===== src/rtl/teef_pkg.sv =====
// ----------------------------------------------------------------------------
// teef_pkg: shared types and constants for the tile entropy flagger
// Holds field widths, grid limits, the dimension clamp and the request and
// response structures of the entropy unit.
// ----------------------------------------------------------------------------
package teef_pkg;

  localparam int MAX_TILE_COLS = 32;
  localparam int COL_W         = $clog2(MAX_TILE_COLS);
  localparam int MAX_DIMENSION = 4096;
  localparam int DIM_W         = 13;
  localparam int POS_W         = 12;
  localparam int CNT_W         = 25;
  localparam int SUM_W         = CNT_W + 1;
  localparam int ENT_W         = 17;
  localparam int BASE_W        = 18;
  localparam int CFG_IDX_W     = 3;
  localparam int CFG_DATA_W    = 17;
  localparam int OUT_DATA_W    = 88;

  localparam logic [CFG_IDX_W-1:0] REG_IMAGE_WIDTH  = 3'd0;
  localparam logic [CFG_IDX_W-1:0] REG_IMAGE_HEIGHT = 3'd1;
  localparam logic [CFG_IDX_W-1:0] REG_TILE_WIDTH   = 3'd2;
  localparam logic [CFG_IDX_W-1:0] REG_TILE_HEIGHT  = 3'd3;
  localparam logic [CFG_IDX_W-1:0] REG_THRESHOLD    = 3'd4;

  localparam logic [CNT_W-1:0] COUNT_MAX   = {CNT_W{1'b1}};
  localparam logic [ENT_W-1:0] ENTROPY_ONE = 17'd65536;

  typedef logic [CNT_W-1:0] cnt_t;
  typedef logic [ENT_W-1:0] ent_t;

  typedef struct packed {
    logic start;
    cnt_t zero_count;
    cnt_t nonzero_count;
  } teef_req_t;

  typedef struct packed {
    logic done;
    ent_t entropy;
  } teef_rsp_t;

  // A dimension of zero acts as one; anything above the limit acts as the limit.
  function automatic logic [DIM_W-1:0] clamp_dim(input logic [DIM_W-1:0] v);
    logic [DIM_W-1:0] r;
    r = v;
    if (v == '0) r = DIM_W'(1);
    else if (v > DIM_W'(MAX_DIMENSION)) r = DIM_W'(MAX_DIMENSION);
    return r;
  endfunction

endpackage


===== src/rtl/teef_mul.sv =====
// ----------------------------------------------------------------------------
// teef_mul: registered 32 x 32 unsigned multiplier
// The one arithmetic unit shared by every multiply of the entropy sequence.
// ----------------------------------------------------------------------------
module teef_mul (
  input  logic        clk,
  input  logic [31:0] a,
  input  logic [31:0] b,
  output logic [63:0] prod
);

  always_ff @(posedge clk) begin
    prod <= a * b;
  end

endmodule


===== src/rtl/teef_entropy.sv =====
// ----------------------------------------------------------------------------
// teef_entropy: sequenced binary entropy of one tile
// Computes log2 of the total and both counts by repeated squaring on the
// shared multiplier, forms the weighted sum and divides it by the total with
// a restoring divider, then rounds to Q1.16.
// ----------------------------------------------------------------------------
module teef_entropy (
  input  logic               clk,
  input  logic               rst,
  input  teef_pkg::teef_req_t req,
  output teef_pkg::teef_rsp_t rsp
);
  import teef_pkg::*;

  localparam logic [3:0] E_IDLE = 4'd0;
  localparam logic [3:0] E_NORM = 4'd1;
  localparam logic [3:0] E_SQ   = 4'd2;
  localparam logic [3:0] E_SQT  = 4'd3;
  localparam logic [3:0] E_MF   = 4'd4;
  localparam logic [3:0] E_MFT  = 4'd5;
  localparam logic [3:0] E_MK   = 4'd6;
  localparam logic [3:0] E_MKT  = 4'd7;
  localparam logic [3:0] E_ACC  = 4'd8;
  localparam logic [3:0] E_DS   = 4'd9;
  localparam logic [3:0] E_DIV  = 4'd10;
  localparam logic [3:0] E_RND  = 4'd11;

  logic [3:0]       state;
  logic [1:0]       sel;
  logic [SUM_W-1:0] n_val;
  logic [SUM_W-1:0] x_val;
  cnt_t             z_val;
  cnt_t             c_val;
  logic [31:0]      m;
  logic [4:0]       k;
  logic [4:0]       bit_idx;
  logic [31:0]      frac;
  logic [63:0]      part;
  logic [63:0]      term;
  logic [63:0]      total;
  logic [63:0]      parts;
  logic [63:0]      dvd;
  logic [SUM_W-1:0] rem;
  logic [5:0]       div_cnt;
  ent_t             result;
  logic             done;

  logic [31:0] mul_a;
  logic [31:0] mul_b;
  logic [63:0] prod;
  logic [32:0] sq;
  logic [SUM_W:0] rem_sh;
  logic [64:0] rounded;
  logic [48:0] scaled;

  teef_mul u_mul (
    .clk  (clk),
    .a    (mul_a),
    .b    (mul_b),
    .prod (prod)
  );

  always_comb begin
    mul_a = m;
    mul_b = m;
    if (state == E_MF) begin
      mul_a = 32'(x_val);
      mul_b = frac;
    end else if (state == E_MK) begin
      mul_a = 32'(x_val);
      mul_b = 32'(k);
    end
  end

  assign sq      = prod[63:31];
  assign rem_sh  = {rem, dvd[63]};
  assign rounded = {1'b0, dvd} + 65'h8000;
  assign scaled  = rounded[64:16];

  always_ff @(posedge clk) begin
    if (rst) begin
      state <= E_IDLE;
      done  <= 1'b0;
    end else begin
      done <= 1'b0;
      unique case (state)
        E_IDLE: begin
          if (req.start) begin
            z_val <= req.zero_count;
            c_val <= req.nonzero_count;
            if (req.zero_count == '0 || req.nonzero_count == '0) begin
              result <= '0;
              done   <= 1'b1;
            end else begin
              n_val <= SUM_W'(req.zero_count) + SUM_W'(req.nonzero_count);
              x_val <= SUM_W'(req.zero_count) + SUM_W'(req.nonzero_count);
              m     <= 32'(SUM_W'(req.zero_count) + SUM_W'(req.nonzero_count));
              k     <= 5'd31;
              sel   <= 2'd0;
              total <= '0;
              parts <= '0;
              state <= E_NORM;
            end
          end
        end
        E_NORM: begin
          if (m[31]) begin
            frac    <= '0;
            bit_idx <= 5'd31;
            state   <= E_SQ;
          end else begin
            m <= {m[30:0], 1'b0};
            k <= k - 5'd1;
          end
        end
        E_SQ: state <= E_SQT;
        E_SQT: begin
          if (sq[32]) begin
            frac[bit_idx] <= 1'b1;
            m             <= sq[32:1];
          end else begin
            m <= sq[31:0];
          end
          if (bit_idx == '0) state <= E_MF;
          else begin
            bit_idx <= bit_idx - 5'd1;
            state   <= E_SQ;
          end
        end
        E_MF:  state <= E_MFT;
        E_MFT: begin
          part  <= prod;
          state <= E_MK;
        end
        E_MK:  state <= E_MKT;
        E_MKT: begin
          term  <= part + {prod[31:0], 32'd0};
          state <= E_ACC;
        end
        E_ACC: begin
          if (sel == 2'd0) total <= total + term;
          else             parts <= parts + term;
          if (sel == 2'd2) state <= E_DS;
          else begin
            x_val <= (sel == 2'd0) ? SUM_W'(z_val) : SUM_W'(c_val);
            m     <= (sel == 2'd0) ? 32'(z_val) : 32'(c_val);
            k     <= 5'd31;
            sel   <= sel + 2'd1;
            state <= E_NORM;
          end
        end
        E_DS: begin
          if (parts >= total) begin
            result <= '0;
            done   <= 1'b1;
            state  <= E_IDLE;
          end else begin
            dvd     <= total - parts;
            rem     <= '0;
            div_cnt <= 6'd63;
            state   <= E_DIV;
          end
        end
        E_DIV: begin
          if (rem_sh >= {1'b0, n_val}) begin
            rem <= SUM_W'(rem_sh - {1'b0, n_val});
            dvd <= {dvd[62:0], 1'b1};
          end else begin
            rem <= rem_sh[SUM_W-1:0];
            dvd <= {dvd[62:0], 1'b0};
          end
          if (div_cnt == '0) state <= E_RND;
          else div_cnt <= div_cnt - 6'd1;
        end
        E_RND: begin
          result <= (scaled > 49'(ENTROPY_ONE)) ? ENTROPY_ONE : scaled[ENT_W-1:0];
          done   <= 1'b1;
          state  <= E_IDLE;
        end
        default: state <= E_IDLE;
      endcase
    end
  end

  assign rsp.done    = done;
  assign rsp.entropy = result;

endmodule


===== config.mk =====
export PLATFORM = sky130hd
export DESIGN_NAME = teef_entropy
export DESIGN_NICKNAME = d
export VERILOG_FILES = /design/src/rtl/teef_pkg.sv /design/src/rtl/teef_mul.sv /design/src/rtl/teef_entropy.sv
export SDC_FILE = /design/constraint.sdc
export NUM_CORES = 2
export LEC_CHECK = 0
export ABC_CLOCK_PERIOD_IN_PS = 18450
export CAP_MARGIN = 20
export CORE_MARGIN = 5
export CORE_UTILIZATION = 65
export DETAILED_ROUTE_END_ITERATION = 16
export DONT_BUFFER_PORTS = 1
export PLACE_DENSITY = 0.81
export SETUP_SLACK_MARGIN = 0.1
export SYNTH_ARGS = -nofsm -noshare
export SYNTH_HDL_FRONTEND = slang
export SYNTH_SLANG_ARGS = --single-unit

===== constraint.sdc =====
create_clock -name clk -period 18.45 [get_ports clk]
set_input_delay 2.7675 -clock clk [delete_from_list [all_inputs] [get_ports clk]]
set_output_delay 2.7675 -clock clk [all_outputs]
set_load 0.1 [all_outputs]

Word level (Yosys, flattened, before mapping)
Index checks and enable logic that the tools add are counted.

Bits in registers: 616. Input port bits: 53. Output and inout bits: 18. Logic and storage cells: 163.

$add $sub $neg: 12. $mul: 1. $lt $le $gt $ge: 5. Equal/unequal tests: 26. Multiplexer cells: 65. Bitwise gates (word level): 3. Reduce and logical (&&, ||, !) cells: 30.

Operators with widths (number): 64-bit one-hot mux with 2 select lines (3); 32-bit 2-to-1 mux (11); 64-bit 2-to-1 mux (5); 64-bit adder (3); 26-bit 2-to-1 mux (5); 32-bit one-hot mux with 4 select lines (1); 26-bit one-hot mux with 2 select lines (2); 17-bit 2-to-1 mux (4); 64-bit by 16-bit adder with 65-bit output (second input constant) (1); 64-bit greater-or-equal comparator (1); 32-bit by 32-bit multiplier with 64-bit output (1); 32-bit one-hot mux with 2 select lines (1); 64-bit subtractor (1); 25-bit by 25-bit adder with 26-bit output (2); 17-bit one-hot mux with 3 select lines (1); 25-bit logical NOT (2); 25-bit 2-to-1 mux (2); 49-bit by 17-bit > comparator with 1-bit output (second input constant) (1); 4-bit one-hot mux with 11 select lines (1); 32-bit OR (1); 5-bit 2-to-1 mux (6); 27-bit by 26-bit greater-or-equal comparator with 1-bit output (1); 2-bit != test (second input constant) (13); 26-bit subtractor (1); 37 further kinds (72).

Depth between registers and ports, before layout
Depth in word-level cells: 7. Depth in mapped cells: 36.

Modules after synthesis
From an unflattened synthesis, not the netlist that was laid out.

Cell total of the unflattened synthesis: 7707. Area total of the unflattened synthesis: 72203.0 um^2.

Modules (own cells, without submodules): teef_entropy (times used 1, cells an instance 3963, area each 37757.5 um^2, sequential area each 16525.8 um^2); teef_mul (times used 1, cells an instance 3744, area each 34445.5 um^2, sequential area each 1281.2 um^2).

Least setup slack after synthesis
OpenSTA, ideal clock, no wires.

Path type: register to register. Start: reg state[3]. End: reg u_mul.prod[53]. Library setup time: 0.072 ns. Arrival: 9.119 ns. Data required time: 18.378 ns. Path slack: 9.260 ns. Stages on the path, launching flop included: 34. Buffers on the path: 5. Period minus slack after synthesis: 9.190 ns. Cell sequence: dfxtp_1 > nand2b_1 > clkbuf_1 > nor2_1 > clkbuf_1 > clkbuf_1 > nand2_1 > nand2_1 > clkbuf_1 > nand2_1 > fa_1 > fa_1 > fa_1 > fa_1 > inv_1 > fa_1 > fa_1 > fa_1 > inv_1 > fa_1 > inv_1 > ha_1 > clkbuf_1 > and3_1 > nand4_1 > or4_1 > o32a_1 > o31ai_1 > or2_2 > o21ai_1 > o41a_1 > o21ba_2 > o21ai_0 > xor2_1.

Longest elaborated chain between the ends: 4. Elaborated cells on any way between the ends: 7.

RTL lines: start, declared (line teef_entropy.sv:28) `logic [3:0] state;`; start signal, assigned (line teef_entropy.sv:82) `state <= E_IDLE;`; start signal, assigned (line teef_entropy.sv:102) `state <= E_NORM;`; start signal, assigned (line teef_entropy.sv:110) `state <= E_SQ;`; 4-bit by 3-bit == test with 1-bit output (line teef_entropy.sv:69) `end else if (state == E_MK) begin`; 32-bit 2-to-1 mux (line teef_entropy.sv:69); 32-bit 2-to-1 mux (line teef_entropy.sv:66) `if (state == E_MF) begin`; 32-bit by 32-bit multiplier with 64-bit output * (line teef_mul.sv:13) `prod <= a * b;`; end signal, assigned (line teef_mul.sv:13); end, declared (line teef_mul.sv:9) `output logic [63:0] prod`.

Mark *: on every way between the ends. The rest lies on a longest branch, timed or not. A chain may end at the register's enable or synchronous reset.

Worst setup path after layout
Start: reg state[3]. End: reg u_mul.prod[62].

Same word-level chain as after synthesis.

==> impl_metrics.ini <==
[cts]
cts_root_buffer = clkbuf_16
cts_setup_buffers = 0
cts_sinks = 616
cts_tree = done
insertion_delay_ns = 0.63
cts_buffer_depth = 3
clk_pin_slew_ns = 0.06
cts_resized = 0
ctsHoldBuffers = 0
numCtsBuffers = 68
cts_max_level = 3

[synth]
yosys_warnings = 0
yosysMostFrequentCell = inv_1
yosysSeqAreaShare = 0.251
ys_types = 103
syn_nets = 9145
syn_area_um2 = 71100
synth_xor_area_frac = 0.0409
yosys.area_share.simple = 0.146
ys_ff_latch = 616
synth_top_area_share = 0.254
syn_area_per_cell_um2 = 9.30
synthAdderAreaFrac = 0.350
synth_compound_area_frac = 0.119
synthArstFlopShare = 0
synth_mux_area_frac = 0.0162
synthTopCellsByCount = 1047 x inv_1, 1030 x nor2_1, 902 x fa_1
synth_edf_count = 547
synthCells = 7645
synth_top_family_by_area = adder cells
synthFlopType = edfxtp_1
synth_largest_area_cell = fa_1
synth.area.top_cells = fa_1 25%, edfxtp_1 23%, ha_1 9.6%, inv_1 5.5%, nor2_1 5.4%

[setup_path]
critical_path_class = reg2reg
crit_fanout = 21
critPathRequiredTime_ns = 19.02
reg2reg_slack_ns = 7.26
rr_worst_depth = 27
worstReg2RegStart = state[3]
cp.arrival_ns = 11.75
r2r_end = u_mul.prod[62]
crit_path_start_kind = register
end_kind = register

[global_route]
antenna_found_initial = 17
grt_pass1_wl_um = 351000
grt_pass1_vias = 58400
grt_util_all_layers = 0.403
grt-ovfl-total = 0
grt_max_degree = 65

[place]
hpwl_um = 182000
routabilityCongestion = 1.05
port_buffers = 0

[cells_and_area]
fillers = 8560
syn2layout_area_growth_pct = 5.27
num-nets-final = 9000
drive_gt1_frac = 0.0490

[sta]
finClkSkew_ns = 0.0307
tightest_slew_ns = 1.11
rsz0062_at_grt = false
fin_crit_sh = 0.606
hold_violations = 0
slew_headroom = 0.259
min_period_ns = 11.19
setup_tns_ns = 0
slew_viol_final = 0
max_freq_ghz = 0.0894
setup_viol = 0

[worst_hold_path]
hp-start = part[26]
holdPathEnd = term[26]
hp-class = reg2reg
worstHoldPathCells = 0

[die]
std_cell_rows = 121
fp.coreArea_um2 = 109000
die_y_um = 341
die_w_um = 341
start_util = 0.654
pin_count = 71
dieArea_um2 = 116000

[drt]
wl_per_cell_um = 26.2
drt_iter0_markers = 6134
vias = 57500
ant_nets = 0
drt_pass1_iterations = 8
vias_per_cell = 6.40
drc_errors = 0
routed_wl_um = 235000

[job]
max_cap_viol_count = 0

[run_status]
run_status = completed
-- metrics by stage --
stage	hold WS [ns]	setup WS [ns]	utilization	cell area, um^2	cells
4_1_cts	0.410	7.53	0.688	74800	8969
5_1_grt	0.418	6.76	0.688	74800	8970
3_5_place_dp	0.405	7.61	0.667	72600	8844
6_report	0.404	7.26	0.688	74800	8977
3_3_place_gp	0.402	7.78	0.667	72500	8842
2_1_floorplan	0.400	9.26	-	71100	7645
-- per-layer routing --
metal | part of all wire | wire, um | track usage | vias up
li1 | - | - | - | 25000
met1 | 0.35 | 81300 | 0.472 | 28000
met2 | 0.45 | 107000 | 0.652 | 3381
met3 | 0.10 | 24300 | 0.0991 | 1083
met4 | 0.096 | 22400 | 0.288 | 22
met5 | 0.00091 | 214 | 0.00417 | -
-- how the worst max path moves through the flow --
stage                           endpoint  startpoint
after detailed placement  u_mul.prod[62]    state[3]
after global routing      u_mul.prod[62]    state[3]
final                     u_mul.prod[62]    state[3]
after floorplan           u_mul.prod[53]    state[3]
after global placement    u_mul.prod[62]    state[3]
after CTS                 u_mul.prod[62]    state[3]
-- worst max-delay path, cell delays in order (launching register included) --
cell and delay, ns:
dfxtp_1 0.56, nand2b_1 0.40, nand2b_4 0.40, and2_1 0.65
clkinv_1 0.72, nand2_1 0.79, nand2_1 0.17, fa_1 0.51
fa_1 0.54, inv_1 0.06, fa_1 0.54, fa_1 0.44
fa_1 0.51, fa_1 0.43, fa_1 0.51, fa_1 0.45
ha_1 0.41, a21oi_1 0.21, o21ai_0 0.12, a2111oi_0 0.43
o31a_1 0.20, o21ai_0 0.08, a31oi_1 0.81, o21ai_0 0.36
o221ai_1 0.32, o21ai_0 0.14, a21oi_1 0.19, xnor2_1 0.13
-- area by class of cell --
type,count,area [um^2],share of cell area
clock buffer,71,1710,0.0229
timing repair buffer,124,963,0.0129
tap,1414,1770,0.0236
clock inverter,54,536,0.00716
inverter,1050,3940,0.0527
antenna,8,20.0,0.000268
sequential,616,17800,0.238
multi-input combinational,5640,48100,0.642
-- cell families (layout without fill, tap and decap cells) --
| kind of cell | count (synthesis) | count (layout) |
|---|---|---|
| buffers and inverters | 1389 | 1299 |
| adder cells (fa/ha/maj) | 1447 | 1447 |
| XOR/XNOR | 332 | 332 |
| AND/OR/NAND/NOR | 2429 | 2429 |
| AO/OA/AOI/OAI | 1320 | 1320 |
| other | 0 | 8 |
| flip-flops | 616 | 616 |
| multiplexers | 112 | 112 |
-- cells in the final DEF (no fill, tap or decap), types with 18 or more instances in the layout --
cell type	n
a211oi_1	39
a21o_1	204
a21oi_1	424
a221o_1	30
a31oi_1	50
and2_1	36
and3_1	46
buf_4	122
clkbuf_16	68
dfxtp_1	68
edfxtp_1	547
fa_1	902
ha_1	545
inv_1	1047
mux2_2	22
mux2i_1	69
mux2i_2	20
nand2_1	859
nand2b_1	43
nand3_1	84
nand4_1	83
nor2_1	1025
nor2b_1	51
nor3_1	77
nor4_1	20
o211ai_1	25
o21a_1	41
o21ai_0	245
o21bai_1	49
o31ai_1	18
xnor2_1	210
xor2_1	122
-- state kept, by name, indices dropped and copies added (netlist names), 32 cells and up --
| signal | count |
|---|---|
| dvd | 64 |
| part | 64 |
| parts | 64 |
| term | 64 |
| total | 64 |
| u_mul.prod | 64 |
| frac | 32 |
| m | 32 |
Power is left out: the tool's default activity adds up to more than one toggle a clock period on the data nets, which glitch-free logic cannot reach.
